==> src/rtl/ess_pkg.sv <==
`timescale 1ns / 1ps
package ess_pkg;

  localparam int COUNT_WIDTH_DEF = 32;

  localparam logic [31:0] CRC_POLY = 32'hEDB88320;
  localparam logic [31:0] CRC_INIT = 32'hFFFFFFFF;

  localparam logic signed [63:0] SQUARE_LIMIT     = 64'sd3037000499;
  localparam logic signed [63:0] NEG_SQUARE_LIMIT = -64'sd3037000499;

  // Q16 scaling of the mean (times 65536)
  localparam int Q16_SHIFT = 16;

  localparam logic [1:0] CMD_PUSH   = 2'd0;
  localparam logic [1:0] CMD_CLEAR  = 2'd1;
  localparam logic [1:0] CMD_REPORT = 2'd2;

  typedef enum logic [1:0] {
    ST_OK     = 2'd0,
    ST_REJECT = 2'd1,
    ST_FAIL   = 2'd2
  } status_t;

  localparam logic [3:0] WORD_COUNT   = 4'd0;
  localparam logic [3:0] WORD_FIRST   = 4'd1;
  localparam logic [3:0] WORD_LAST    = 4'd2;
  localparam logic [3:0] WORD_MIN     = 4'd3;
  localparam logic [3:0] WORD_MAX     = 4'd4;
  localparam logic [3:0] WORD_SUM     = 4'd5;
  localparam logic [3:0] WORD_SUMSQ   = 4'd6;
  localparam logic [3:0] WORD_MAXSTEP = 4'd7;
  localparam logic [3:0] WORD_CRC     = 4'd8;
  localparam logic [3:0] WORD_P2P     = 4'd9;
  localparam logic [3:0] WORD_DRIFT   = 4'd10;
  localparam logic [3:0] WORD_MEAN    = 4'd11;

  // Request to and response from the shared 64-bit adder
  typedef struct packed {
    logic [63:0] a;
    logic [63:0] b;
    logic        sub;
  } alu_req_t;

  typedef struct packed {
    logic [63:0] sum;
    logic        ovf;
    logic        neg;
  } alu_rsp_t;

endpackage

==> src/rtl/ess_if.sv <==
`timescale 1ns / 1ps
interface ess_in_if;
  logic        valid;
  logic        ready;
  logic [1:0]  cmd;
  logic [15:0] raw_sample;

  modport source (output valid, cmd, raw_sample, input ready);
  modport sink (input valid, cmd, raw_sample, output ready);
endinterface

interface ess_out_if;
  logic               valid;
  logic               ready;
  logic [1:0]         status;
  logic [3:0]         word_index;
  logic signed [63:0] word_value;
  logic               last;

  modport source (output valid, status, word_index, word_value, last, input ready);
  modport sink (input valid, status, word_index, word_value, last, output ready);
endinterface

==> src/rtl/ess_alu.sv <==
`timescale 1ns / 1ps
module ess_alu (
  input  ess_pkg::alu_req_t req_i,
  output ess_pkg::alu_rsp_t rsp_o
);
  import ess_pkg::*;

  logic [64:0] a_ext;
  logic [64:0] b_ext;
  logic [64:0] res;

  // Add or subtract with one guard bit for signed overflow
  always_comb begin
    a_ext = {req_i.a[63], req_i.a};
    b_ext = {req_i.b[63], req_i.b};
    res   = req_i.sub ? (a_ext - b_ext) : (a_ext + b_ext);
    rsp_o.sum = res[63:0];
    rsp_o.ovf = res[64] ^ res[63];
    rsp_o.neg = res[64];
  end
endmodule

==> src/rtl/ess_crc.sv <==
`timescale 1ns / 1ps
module ess_crc (
  input  logic [31:0] crc_i,
  input  logic [7:0]  byte_i,
  output logic [31:0] crc_o
);
  import ess_pkg::*;

  logic [31:0] c;

  // Absorb one byte, reflected, low bit first
  always_comb begin
    c = crc_i ^ {24'd0, byte_i};
    for (int i = 0; i < 8; i++) begin
      c = c[0] ? ((c >> 1) ^ CRC_POLY) : (c >> 1);
    end
    crc_o = c;
  end
endmodule

==> src/rtl/encoder_sample_statistics.sv <==
`timescale 1ns / 1ps
// Running statistics over 16-bit encoder samples.
// in_ch carries cmd and raw_sample: push a sample, clear the statistics or
// ask for a report. out_ch returns status, word_index, word_value and last.
// Beats move when valid and ready are both high.
// A push makes, between acceptance and its one result beat, four passes
// through the shared 64-bit adder, one 32x32 square and two CRC byte steps.
// The first sample after reset or clear skips the adder passes and the
// square, a push rejected on overflow skips the CRC steps, and a push
// refused on a full count goes straight to its beat. A clear also goes
// straight to its beat; cmd 3 is dropped at once. Before its first word a
// report makes four adder passes (peak-to-peak, drift, scaled magnitude,
// rounding half), then a restoring divide of 64 steps on the same adder,
// then the sign fix; the twelve words then follow one per cycle while
// out_ch.ready is high. A failed report gives a single beat with status 2.
// in_ch.ready is high only while the sequencer is idle, one item at a time.
// Results sit in an output register; when out_ch.ready is low the beat holds
// and the sequencer waits for the slot to free.
// Reset (rst_n low, synchronous) empties the output register, idles the
// sequencer and returns the statistics to zero with the CRC at all ones.
module encoder_sample_statistics #(
  parameter int COUNT_WIDTH = ess_pkg::COUNT_WIDTH_DEF
) (
  input logic      clk,
  input logic      rst_n,
  ess_in_if.sink   in_ch,
  ess_out_if.source out_ch
);
  import ess_pkg::*;

  localparam int CW = COUNT_WIDTH;

  typedef enum logic [15:0] {
    S_IDLE  = 16'h0001,
    S_PUSH  = 16'h0002,
    S_NU    = 16'h0004,
    S_REL   = 16'h0008,
    S_SUM   = 16'h0010,
    S_MUL   = 16'h0020,
    S_SQ    = 16'h0040,
    S_CRC0  = 16'h0080,
    S_CRC1  = 16'h0100,
    S_P2P   = 16'h0200,
    S_DRIFT = 16'h0400,
    S_MAG   = 16'h0800,
    S_HALF  = 16'h1000,
    S_DIV   = 16'h2000,
    S_SIGN  = 16'h4000,
    S_EMIT  = 16'h8000
  } state_t;

  state_t state_r, state_nxt;

  // Statistics
  logic                started_r, started_nxt;
  logic [CW-1:0]       count_r, count_nxt;
  logic [15:0]         first_r, first_nxt;
  logic [15:0]         lastraw_r, lastraw_nxt;
  logic signed [63:0]  lu_r, lu_nxt;
  logic signed [63:0]  min_r, min_nxt;
  logic signed [63:0]  max_r, max_nxt;
  logic signed [63:0]  sum_r, sum_nxt;
  logic signed [63:0]  sumsq_r, sumsq_nxt;
  logic [15:0]         maxstep_r, maxstep_nxt;
  logic [31:0]         crc_r, crc_nxt;

  // Working registers
  logic [15:0]         raw_r, raw_nxt;
  logic signed [63:0]  nu_r, nu_nxt;
  logic signed [63:0]  rel_r, rel_nxt;
  logic signed [63:0]  ns_r, ns_nxt;
  logic [31:0]         abs_r, abs_nxt;
  logic [63:0]         sq_r, sq_nxt;
  logic signed [63:0]  p2p_r, p2p_nxt;
  logic signed [63:0]  drift_r, drift_nxt;
  logic signed [63:0]  mean_r, mean_nxt;
  logic [63:0]         quo_r, quo_nxt;
  logic [CW-1:0]       rem_r, rem_nxt;
  logic [5:0]          div_cnt_r, div_cnt_nxt;
  logic                err_r, err_nxt;
  logic                neg_r, neg_nxt;
  logic                rep_r, rep_nxt;
  status_t             stat_r, stat_nxt;
  logic [3:0]          word_r, word_nxt;

  // Output register
  logic                out_valid_r, out_valid_nxt;
  status_t             out_status_r, out_status_nxt;
  logic [3:0]          out_index_r, out_index_nxt;
  logic signed [63:0]  out_value_r, out_value_nxt;
  logic                out_last_r, out_last_nxt;

  alu_req_t            alu_req;
  alu_rsp_t            alu_rsp;
  logic [7:0]          crc_byte;
  logic [31:0]         crc_step;
  logic [15:0]         delta;
  logic [15:0]         step_abs;
  logic [CW:0]         trial;
  logic                emit_free;
  logic signed [63:0]  word_val;

  ess_alu u_alu (.req_i(alu_req), .rsp_o(alu_rsp));
  ess_crc u_crc (.crc_i(crc_r), .byte_i(crc_byte), .crc_o(crc_step));

  assign delta    = raw_r - lastraw_r;
  assign step_abs = delta[15] ? (16'd0 - delta) : delta;
  assign trial    = {rem_r, quo_r[63]};
  assign crc_byte = (state_r == S_CRC1) ? raw_r[15:8] : raw_r[7:0];
  assign emit_free = !out_valid_r || out_ch.ready;

  assign in_ch.ready       = (state_r == S_IDLE);
  assign out_ch.valid      = out_valid_r;
  assign out_ch.status     = out_status_r;
  assign out_ch.word_index = out_index_r;
  assign out_ch.word_value = out_value_r;
  assign out_ch.last       = out_last_r;

  // Select operands for the shared adder
  always_comb begin
    alu_req = '0;
    unique case (state_r)
      S_NU:    alu_req = '{a: lu_r, b: {{48{delta[15]}}, delta}, sub: 1'b0};
      S_REL:   alu_req = '{a: nu_r, b: {48'd0, first_r}, sub: 1'b1};
      S_SUM:   alu_req = '{a: sum_r, b: rel_r, sub: 1'b0};
      S_SQ:    alu_req = '{a: sumsq_r, b: sq_r, sub: 1'b0};
      S_P2P:   alu_req = '{a: max_r, b: min_r, sub: 1'b1};
      S_DRIFT: alu_req = '{a: lu_r, b: {48'd0, first_r}, sub: 1'b1};
      S_MAG:   alu_req = '{a: 64'd0, b: {sum_r[63-Q16_SHIFT:0], {Q16_SHIFT{1'b0}}},
                           sub: sum_r[63]};
      S_HALF:  alu_req = '{a: quo_r, b: {{(65-CW){1'b0}}, count_r[CW-1:1]}, sub: 1'b0};
      S_DIV:   alu_req = '{a: {{(63-CW){1'b0}}, trial}, b: {{(64-CW){1'b0}}, count_r},
                           sub: 1'b1};
      S_SIGN:  alu_req = '{a: 64'd0, b: quo_r, sub: neg_r};
      default: alu_req = '0;
    endcase
  end

  // Pick the report word
  always_comb begin
    case (word_r)
      WORD_COUNT:   word_val = {{(64-CW){1'b0}}, count_r};
      WORD_FIRST:   word_val = {48'd0, first_r};
      WORD_LAST:    word_val = {48'd0, lastraw_r};
      WORD_MIN:     word_val = min_r;
      WORD_MAX:     word_val = max_r;
      WORD_SUM:     word_val = sum_r;
      WORD_SUMSQ:   word_val = sumsq_r;
      WORD_MAXSTEP: word_val = {48'd0, maxstep_r};
      WORD_CRC:     word_val = {32'd0, crc_r ^ CRC_INIT};
      WORD_P2P:     word_val = p2p_r;
      WORD_DRIFT:   word_val = drift_r;
      default:      word_val = mean_r;
    endcase
  end

  // Sequencer
  always_comb begin
    state_nxt   = state_r;
    started_nxt = started_r;
    count_nxt   = count_r;
    first_nxt   = first_r;
    lastraw_nxt = lastraw_r;
    lu_nxt      = lu_r;
    min_nxt     = min_r;
    max_nxt     = max_r;
    sum_nxt     = sum_r;
    sumsq_nxt   = sumsq_r;
    maxstep_nxt = maxstep_r;
    crc_nxt     = crc_r;
    raw_nxt     = raw_r;
    nu_nxt      = nu_r;
    rel_nxt     = rel_r;
    ns_nxt      = ns_r;
    abs_nxt     = abs_r;
    sq_nxt      = sq_r;
    p2p_nxt     = p2p_r;
    drift_nxt   = drift_r;
    mean_nxt    = mean_r;
    quo_nxt     = quo_r;
    rem_nxt     = rem_r;
    div_cnt_nxt = div_cnt_r;
    err_nxt     = err_r;
    neg_nxt     = neg_r;
    rep_nxt     = rep_r;
    stat_nxt    = stat_r;
    word_nxt    = word_r;
    out_valid_nxt  = out_valid_r && !out_ch.ready;
    out_status_nxt = out_status_r;
    out_index_nxt  = out_index_r;
    out_value_nxt  = out_value_r;
    out_last_nxt   = out_last_r;

    unique case (state_r)
      S_IDLE: begin
        if (in_ch.valid) begin
          raw_nxt  = in_ch.raw_sample;
          err_nxt  = 1'b0;
          stat_nxt = ST_OK;
          word_nxt = WORD_COUNT;
          rep_nxt  = 1'b0;
          case (in_ch.cmd)
            CMD_PUSH: state_nxt = S_PUSH;
            CMD_CLEAR: begin
              started_nxt = 1'b0;
              count_nxt   = '0;
              first_nxt   = '0;
              lastraw_nxt = '0;
              lu_nxt      = '0;
              min_nxt     = '0;
              max_nxt     = '0;
              sum_nxt     = '0;
              sumsq_nxt   = '0;
              maxstep_nxt = '0;
              crc_nxt     = CRC_INIT;
              state_nxt   = S_EMIT;
            end
            CMD_REPORT: begin
              rep_nxt   = 1'b1;
              state_nxt = S_P2P;
            end
            default: state_nxt = S_IDLE;
          endcase
        end
      end
      S_PUSH: begin
        if (count_r == {CW{1'b1}}) begin
          stat_nxt  = ST_REJECT;
          state_nxt = S_EMIT;
        end else if (!started_r) begin
          started_nxt = 1'b1;
          count_nxt   = {{(CW-1){1'b0}}, 1'b1};
          first_nxt   = raw_r;
          lastraw_nxt = raw_r;
          lu_nxt      = {48'd0, raw_r};
          min_nxt     = '0;
          max_nxt     = '0;
          sum_nxt     = '0;
          sumsq_nxt   = '0;
          maxstep_nxt = '0;
          state_nxt   = S_CRC0;
        end else begin
          state_nxt = S_NU;
        end
      end
      S_NU: begin
        nu_nxt    = alu_rsp.sum;
        err_nxt   = err_r | alu_rsp.ovf;
        state_nxt = S_REL;
      end
      S_REL: begin
        rel_nxt   = alu_rsp.sum;
        err_nxt   = err_r | alu_rsp.ovf;
        state_nxt = S_SUM;
      end
      S_SUM: begin
        ns_nxt    = alu_rsp.sum;
        err_nxt   = err_r | alu_rsp.ovf | (rel_r > SQUARE_LIMIT) |
                    (rel_r < NEG_SQUARE_LIMIT);
        abs_nxt   = rel_r[63] ? (~rel_r[31:0] + 32'd1) : rel_r[31:0];
        state_nxt = S_MUL;
      end
      S_MUL: begin
        sq_nxt    = abs_r * abs_r;
        state_nxt = S_SQ;
      end
      S_SQ: begin
        if (err_r || alu_rsp.ovf) begin
          stat_nxt  = ST_REJECT;
          state_nxt = S_EMIT;
        end else begin
          count_nxt   = count_r + {{(CW-1){1'b0}}, 1'b1};
          lastraw_nxt = raw_r;
          lu_nxt      = nu_r;
          if (rel_r < min_r) min_nxt = rel_r;
          if (rel_r > max_r) max_nxt = rel_r;
          sum_nxt     = ns_r;
          sumsq_nxt   = alu_rsp.sum;
          if (step_abs > maxstep_r) maxstep_nxt = step_abs;
          state_nxt   = S_CRC0;
        end
      end
      S_CRC0: begin
        crc_nxt   = crc_step;
        state_nxt = S_CRC1;
      end
      S_CRC1: begin
        crc_nxt   = crc_step;
        state_nxt = S_EMIT;
      end
      S_P2P: begin
        p2p_nxt   = alu_rsp.sum;
        err_nxt   = !started_r | alu_rsp.ovf;
        state_nxt = S_DRIFT;
      end
      S_DRIFT: begin
        drift_nxt = alu_rsp.sum;
        err_nxt   = err_r | alu_rsp.ovf;
        state_nxt = S_MAG;
      end
      S_MAG: begin
        // Scaled sum must fit; the most negative value has no magnitude
        quo_nxt   = alu_rsp.sum;
        neg_nxt   = sum_r[63];
        err_nxt   = err_r |
                    !((sum_r[63:47] == '0) ||
                      ((sum_r[63:47] == '1) && (sum_r[46:0] != '0)));
        state_nxt = S_HALF;
      end
      S_HALF: begin
        quo_nxt     = alu_rsp.sum;
        rem_nxt     = '0;
        div_cnt_nxt = '0;
        // Fail on an earlier error or when adding the rounding half leaves the signed range
        if (err_r || alu_rsp.ovf) begin
          stat_nxt  = ST_FAIL;
          state_nxt = S_EMIT;
        end else begin
          state_nxt = S_DIV;
        end
      end
      S_DIV: begin
        // One restoring divide step per cycle
        rem_nxt     = alu_rsp.neg ? trial[CW-1:0] : alu_rsp.sum[CW-1:0];
        quo_nxt     = {quo_r[62:0], !alu_rsp.neg};
        div_cnt_nxt = div_cnt_r + 6'd1;
        if (div_cnt_r == 6'd63) state_nxt = S_SIGN;
      end
      S_SIGN: begin
        mean_nxt  = alu_rsp.sum;
        state_nxt = S_EMIT;
      end
      S_EMIT: begin
        if (emit_free) begin
          out_valid_nxt  = 1'b1;
          out_status_nxt = stat_r;
          if (rep_r && stat_r == ST_OK) begin
            out_index_nxt = word_r;
            out_value_nxt = word_val;
            out_last_nxt  = (word_r == WORD_MEAN);
            word_nxt      = word_r + 4'd1;
            if (word_r == WORD_MEAN) state_nxt = S_IDLE;
          end else begin
            out_index_nxt = WORD_COUNT;
            out_value_nxt = '0;
            out_last_nxt  = 1'b1;
            state_nxt     = S_IDLE;
          end
        end
      end
      default: state_nxt = S_IDLE;
    endcase
  end

  // Control and statistics registers
  always_ff @(posedge clk) begin
    if (!rst_n) begin
      state_r     <= S_IDLE;
      out_valid_r <= 1'b0;
      started_r   <= 1'b0;
      count_r     <= '0;
      first_r     <= '0;
      lastraw_r   <= '0;
      lu_r        <= '0;
      min_r       <= '0;
      max_r       <= '0;
      sum_r       <= '0;
      sumsq_r     <= '0;
      maxstep_r   <= '0;
      crc_r       <= CRC_INIT;
    end else begin
      state_r     <= state_nxt;
      out_valid_r <= out_valid_nxt;
      started_r   <= started_nxt;
      count_r     <= count_nxt;
      first_r     <= first_nxt;
      lastraw_r   <= lastraw_nxt;
      lu_r        <= lu_nxt;
      min_r       <= min_nxt;
      max_r       <= max_nxt;
      sum_r       <= sum_nxt;
      sumsq_r     <= sumsq_nxt;
      maxstep_r   <= maxstep_nxt;
      crc_r       <= crc_nxt;
    end
  end

  // Working and output payload
  always_ff @(posedge clk) begin
    raw_r        <= raw_nxt;
    nu_r         <= nu_nxt;
    rel_r        <= rel_nxt;
    ns_r         <= ns_nxt;
    abs_r        <= abs_nxt;
    sq_r         <= sq_nxt;
    p2p_r        <= p2p_nxt;
    drift_r      <= drift_nxt;
    mean_r       <= mean_nxt;
    quo_r        <= quo_nxt;
    rem_r        <= rem_nxt;
    div_cnt_r    <= div_cnt_nxt;
    err_r        <= err_nxt;
    neg_r        <= neg_nxt;
    rep_r        <= rep_nxt;
    stat_r       <= stat_nxt;
    word_r       <= word_nxt;
    out_status_r <= out_status_nxt;
    out_index_r  <= out_index_nxt;
    out_value_r  <= out_value_nxt;
    out_last_r   <= out_last_nxt;
  end
endmodule

==> src/flat_wrapper.sv <==
// flat-port wrapper written by rule: the top's interface ports become plain ports
module encoder_sample_statistics_flat import ess_pkg::*;
#(
  parameter int COUNT_WIDTH = ess_pkg::COUNT_WIDTH_DEF
)
  (clk, rst_n, in_ch_valid, in_ch_cmd, in_ch_raw_sample, in_ch_ready, out_ch_valid, out_ch_status, out_ch_word_index, out_ch_word_value, out_ch_last, out_ch_ready);
  ess_in_if in_ch_i ();
  ess_out_if out_ch_i ();
  input logic clk;
  input logic rst_n;
  input wire logic [$bits(in_ch_i.valid)-1:0] in_ch_valid;
  input wire logic [$bits(in_ch_i.cmd)-1:0] in_ch_cmd;
  input wire logic [$bits(in_ch_i.raw_sample)-1:0] in_ch_raw_sample;
  output wire logic [$bits(in_ch_i.ready)-1:0] in_ch_ready;
  output wire logic [$bits(out_ch_i.valid)-1:0] out_ch_valid;
  output wire logic [$bits(out_ch_i.status)-1:0] out_ch_status;
  output wire logic [$bits(out_ch_i.word_index)-1:0] out_ch_word_index;
  output wire logic [$bits(out_ch_i.word_value)-1:0] out_ch_word_value;
  output wire logic [$bits(out_ch_i.last)-1:0] out_ch_last;
  input wire logic [$bits(out_ch_i.ready)-1:0] out_ch_ready;
  assign in_ch_i.valid = in_ch_valid;
  assign in_ch_i.cmd = in_ch_cmd;
  assign in_ch_i.raw_sample = in_ch_raw_sample;
  assign in_ch_ready = in_ch_i.ready;
  assign out_ch_valid = out_ch_i.valid;
  assign out_ch_status = out_ch_i.status;
  assign out_ch_word_index = out_ch_i.word_index;
  assign out_ch_word_value = out_ch_i.word_value;
  assign out_ch_last = out_ch_i.last;
  assign out_ch_i.ready = out_ch_ready;
  encoder_sample_statistics #(.COUNT_WIDTH(COUNT_WIDTH)) u_core (.clk(clk), .rst_n(rst_n), .in_ch(in_ch_i), .out_ch(out_ch_i));
endmodule
==> config.mk <==
export PLATFORM = sky130hd
export DESIGN_NAME = encoder_sample_statistics_flat
export DESIGN_NICKNAME = d
export VERILOG_FILES = /design/src/rtl/ess_pkg.sv /design/src/rtl/ess_if.sv /design/src/rtl/ess_alu.sv /design/src/rtl/ess_crc.sv /design/src/rtl/encoder_sample_statistics.sv /design/src/flat_wrapper.sv
export SDC_FILE = /design/constraint.sdc
export NUM_CORES = 2
export LEC_CHECK = 0
export BUFFER_PORTS_ARGS = -buffer_cell sky130_fd_sc_hd__buf_2
export CORE_UTILIZATION = 60
export CTS_BUF_LIST = sky130_fd_sc_hd__clkbuf_8
export DETAILED_ROUTE_END_ITERATION = 10
export PLACE_DENSITY = 0.79
export RECOVER_POWER = 100
export SLEW_MARGIN = 20
export SYNTH_ARGS = -nofsm -noshare
export SYNTH_HDL_FRONTEND = slang
export SYNTH_SLANG_ARGS = --single-unit
export TNS_END_PERCENT = 50
==> constraint.sdc <==
create_clock -name clk -period 8.8 [get_ports clk]
set_input_delay 0.44 -clock clk [delete_from_list [all_inputs] [get_ports clk]]
set_output_delay 0.44 -clock clk [all_outputs]
set_load 0.01 [all_outputs]
==> results by group <==
Yosys
  • Sequential fraction of the synthesis area: 0.340
  • Top cells by count, synth: inv_1 (1177), nand2_1 (841), fa_1 (809), edfxtp_1 (677), ha_1 (506)
  • Register bit count reported by yosys: 1127
  • Yosys top cell area share: 0.236
  • Main synth FF type: edfxtp_1
  • Gate Count Post-Synth: 8549
  • Synth area leader: edfxtp_1
  • Number of flops mapped to enable cells by yosys: 677
  • Post-synth net total: 9886
  • YS warnings: 0
  • Syn Area/Cell: 10.1 um2
  • Synth unique cells: 88
  • Count leader, synth: inv_1
  • Async set-or-reset flop fraction in the synthesized netlist: 0
  • Area contributors post-synth: edfxtp_1 (24%), fa_1 (19%), dfxtp_1 (10%)
  • Post-Synthesis Cell Area: 86300 um2

Route
  • Detailed-route DRC error count: 2
  • Total number of vias: 76920
  • Final ANT Viol Nets: 0
  • Wire per inst: 33.2 um
  • DRT Pass-1 Iters: 11
  • Total wire length: 371000 um
  • Drt via density: 6.88
  • Iter 0 DRT Violations: 12564

Critical path
  • Critical Path End Type: register
  • Slowest CP cell: nor4b_4
  • Worst Path Max Fanout: 29
  • CP Data Required Time: 9590 ps
  • CP top delay family: simple AND/OR/NAND/NOR gates
  • WS Path Type: register to register
  • Crit path DAT: 9600 ps
  • WP buf/inv: 11
  • Startpoint types: register
  • Slowest stage delay, CP: 840 ps

CTS
  • Clk root buf: clkbuf_8
  • Worst skew pair latency: 980 ps
  • Num CTS Buffers: 185
  • Clock Sinks: 1127
  • CTS H-Tree Depth: 4
  • CTS tree: built
  • Clock buffer depth: 3
  • Clock transition at the registers of the reported paths: 70 ps

Global route
  • Grt total ovfl: 0
  • Antenna violations before repair: 26
  • Vias in the first global route: 75722
  • Largest net degree at the start of global routing: 88
  • First-pass GRT wire length: 530000 um
  • GRT Total Usage: 0.506

Pwr
  • Peak VDD IR: 0.245 mV
  • Pwr dens: 123 nW/um2
  • Leakage power total: 0.0426 uW

STA
  • Final Max Tran Viols: 543
  • Worst Skew: 81.2 ps
  • Fin crit share: 1.00
  • Hold Vio Cnt, Final: 0
  • Slew margin rel.: -1.98
  • Setup WS post-layout: -16.4 ps
  • Worst-Margin Slew: 4470 ps
  • Setup Viol. Count Final: 14
  • F_max: 113 MHz
  • Unrepaired setup endpoints after global routing: true
  • Minimum clock period after layout: 8820 ps

Run status
  • Run status: finished, violations left
  • Failing checks: design-rule violations, max-capacitance violations, max-slew violations, negative setup slack

Floorplan
  • Die Footprint: 145000 um2
  • Ports: 95
  • Core area: 142000 um2
  • Chip Width: 381 um
  • Site row count: 138
  • Initial Utilization: 0.607
  • Die Y: 381 um

Finish
  • Share of layout cells above drive strength 1: 0.123
  • Nets@finish: 10445
  • Layout area overhead: 13.7%
  • Post-route cell area: 98100 um2

Place
  • Pre-CTS setup slack: -399 ps
  • GP Congestion: 1.09
  • PortBufs: 94
  • DP Area: 93400 um2
  • Final HPWL DP: 279000 um

Worst hold path
  • Worst Hold Class: primary input to register

Flow run
  • Maxcap violations: 20
[logic make-up after synthesis]
group | after synthesis | synth area share
AO/OA/AOI/OAI | 1907 | 0.163
buffers and inverters | 1681 | 0.0751
multiplexers | 65 | 0.00760
adder cells (fa/ha/maj) | 1315 | 0.261
XOR/XNOR | 324 | 0.0329
AND/OR/NAND/NOR | 2130 | 0.120
flip-flops | 1127 | 0.340
[flip-flops by register name, summed over array words and instances (netlist names), 32 cells and up]
register                  cells
u_core.drift_r               64
u_core.lu_r                  64
u_core.max_r                 64
u_core.mean_r                64
u_core.min_r                 64
u_core.ns_r                  64
u_core.nu_r                  64
u_core.out_ch.word_value     64
u_core.p2p_r                 64
u_core.quo_r                 64
u_core.rel_r                 64
u_core.sum_r                 64
u_core.sumsq_r               64
u_core.sq_r                  63
u_core.abs_r                 32
u_core.count_r               32
u_core.crc_r                 32
u_core.rem_r                 32
[what timing repair did]
item	in CTS	in global routing
setup endpoints to repair	395	443
hold endpoints to repair	26	0
buffers inserted	15	25
cloned	0	3
gates resized for setup	13	85
pin swaps	1	33
hold buffers	21	0
[per-stage QoR]
stage	setup TNS, ps	hold slack [ps]	cells	utilization	power, uW
final	-101	196	11179	0.691	12100
after global routing	-1910	200	11168	0.690	12200
after CTS	0	151	11130	0.688	11900
after detailed placement	-95590	440	10745	0.657	7020
after global placement	-72200	437	10743	0.657	7010
after floorplan	0	427	8549	-	6410
[where the power goes]
part | total (uW) | leakage, uW | internal, uW | switching, uW
clock network | 5020 | 0.00226 | 2570 | 2450
logic | 1390 | 0.0305 | 433 | 952
registers | 5650 | 0.00987 | 5600 | 48.6
[routing by layer]
layer	vias to the layer above	global-route usage	routed length, um
li1	31110	-	-
met1	37562	0.669	133000
met2	6714	0.688	148000
met3	1516	0.214	62500
met4	18	0.301	27300
met5	-	0.00761	264
[layout make-up]
class,instances,area [um2]
Antenna cell,19,47.5
Clock buffer,215,2960
Clock inverter,134,995
Fill cell,10876,44000
Inverter,1182,4450
Multi-Input combinational cell,5742,51200
Sequential cell,1127,29300
Tap cell,1890,2360
Timing Repair Buffer,870,6840
[placed cells by master (no fill, tap or decap), types with 61 or more instances in the layout]
cell      instances
a21o_1          118
a21oi_1         267
a221oi_1         86
a222oi_1         96
a22o_1          367
a22oi_1         326
a31oi_1          70
and2_1          254
buf_4           625
clkbuf_1        133
clkbuf_8        215
dfxtp_1         450
edfxtp_1        677
fa_1            805
ha_1            501
inv_1          1244
mux2i_1          61
nand2_1         840
nand3_1         196
nand4_1         101
nor2_1          281
nor2b_1          63
nor3_1           61
nor4_1           63
o21ai_0         191
xnor2_1         204
xor2_1          114
[final timing paths]
check                            start            endpoint  slack (ps)  depth (start not counted)
setup / recovery    u_core.state_r[12]  u_core.sumsq_r[20]         -20                         37
hold / removal    in_ch_raw_sample[10]    u_core.raw_r[10]         200                          2
setup reg to reg    u_core.state_r[12]  u_core.sumsq_r[20]         -20                         37
hold reg to reg        u_core.ns_r[42]    u_core.sum_r[42]         450                          1
Power figures use the tool's default switching activity.
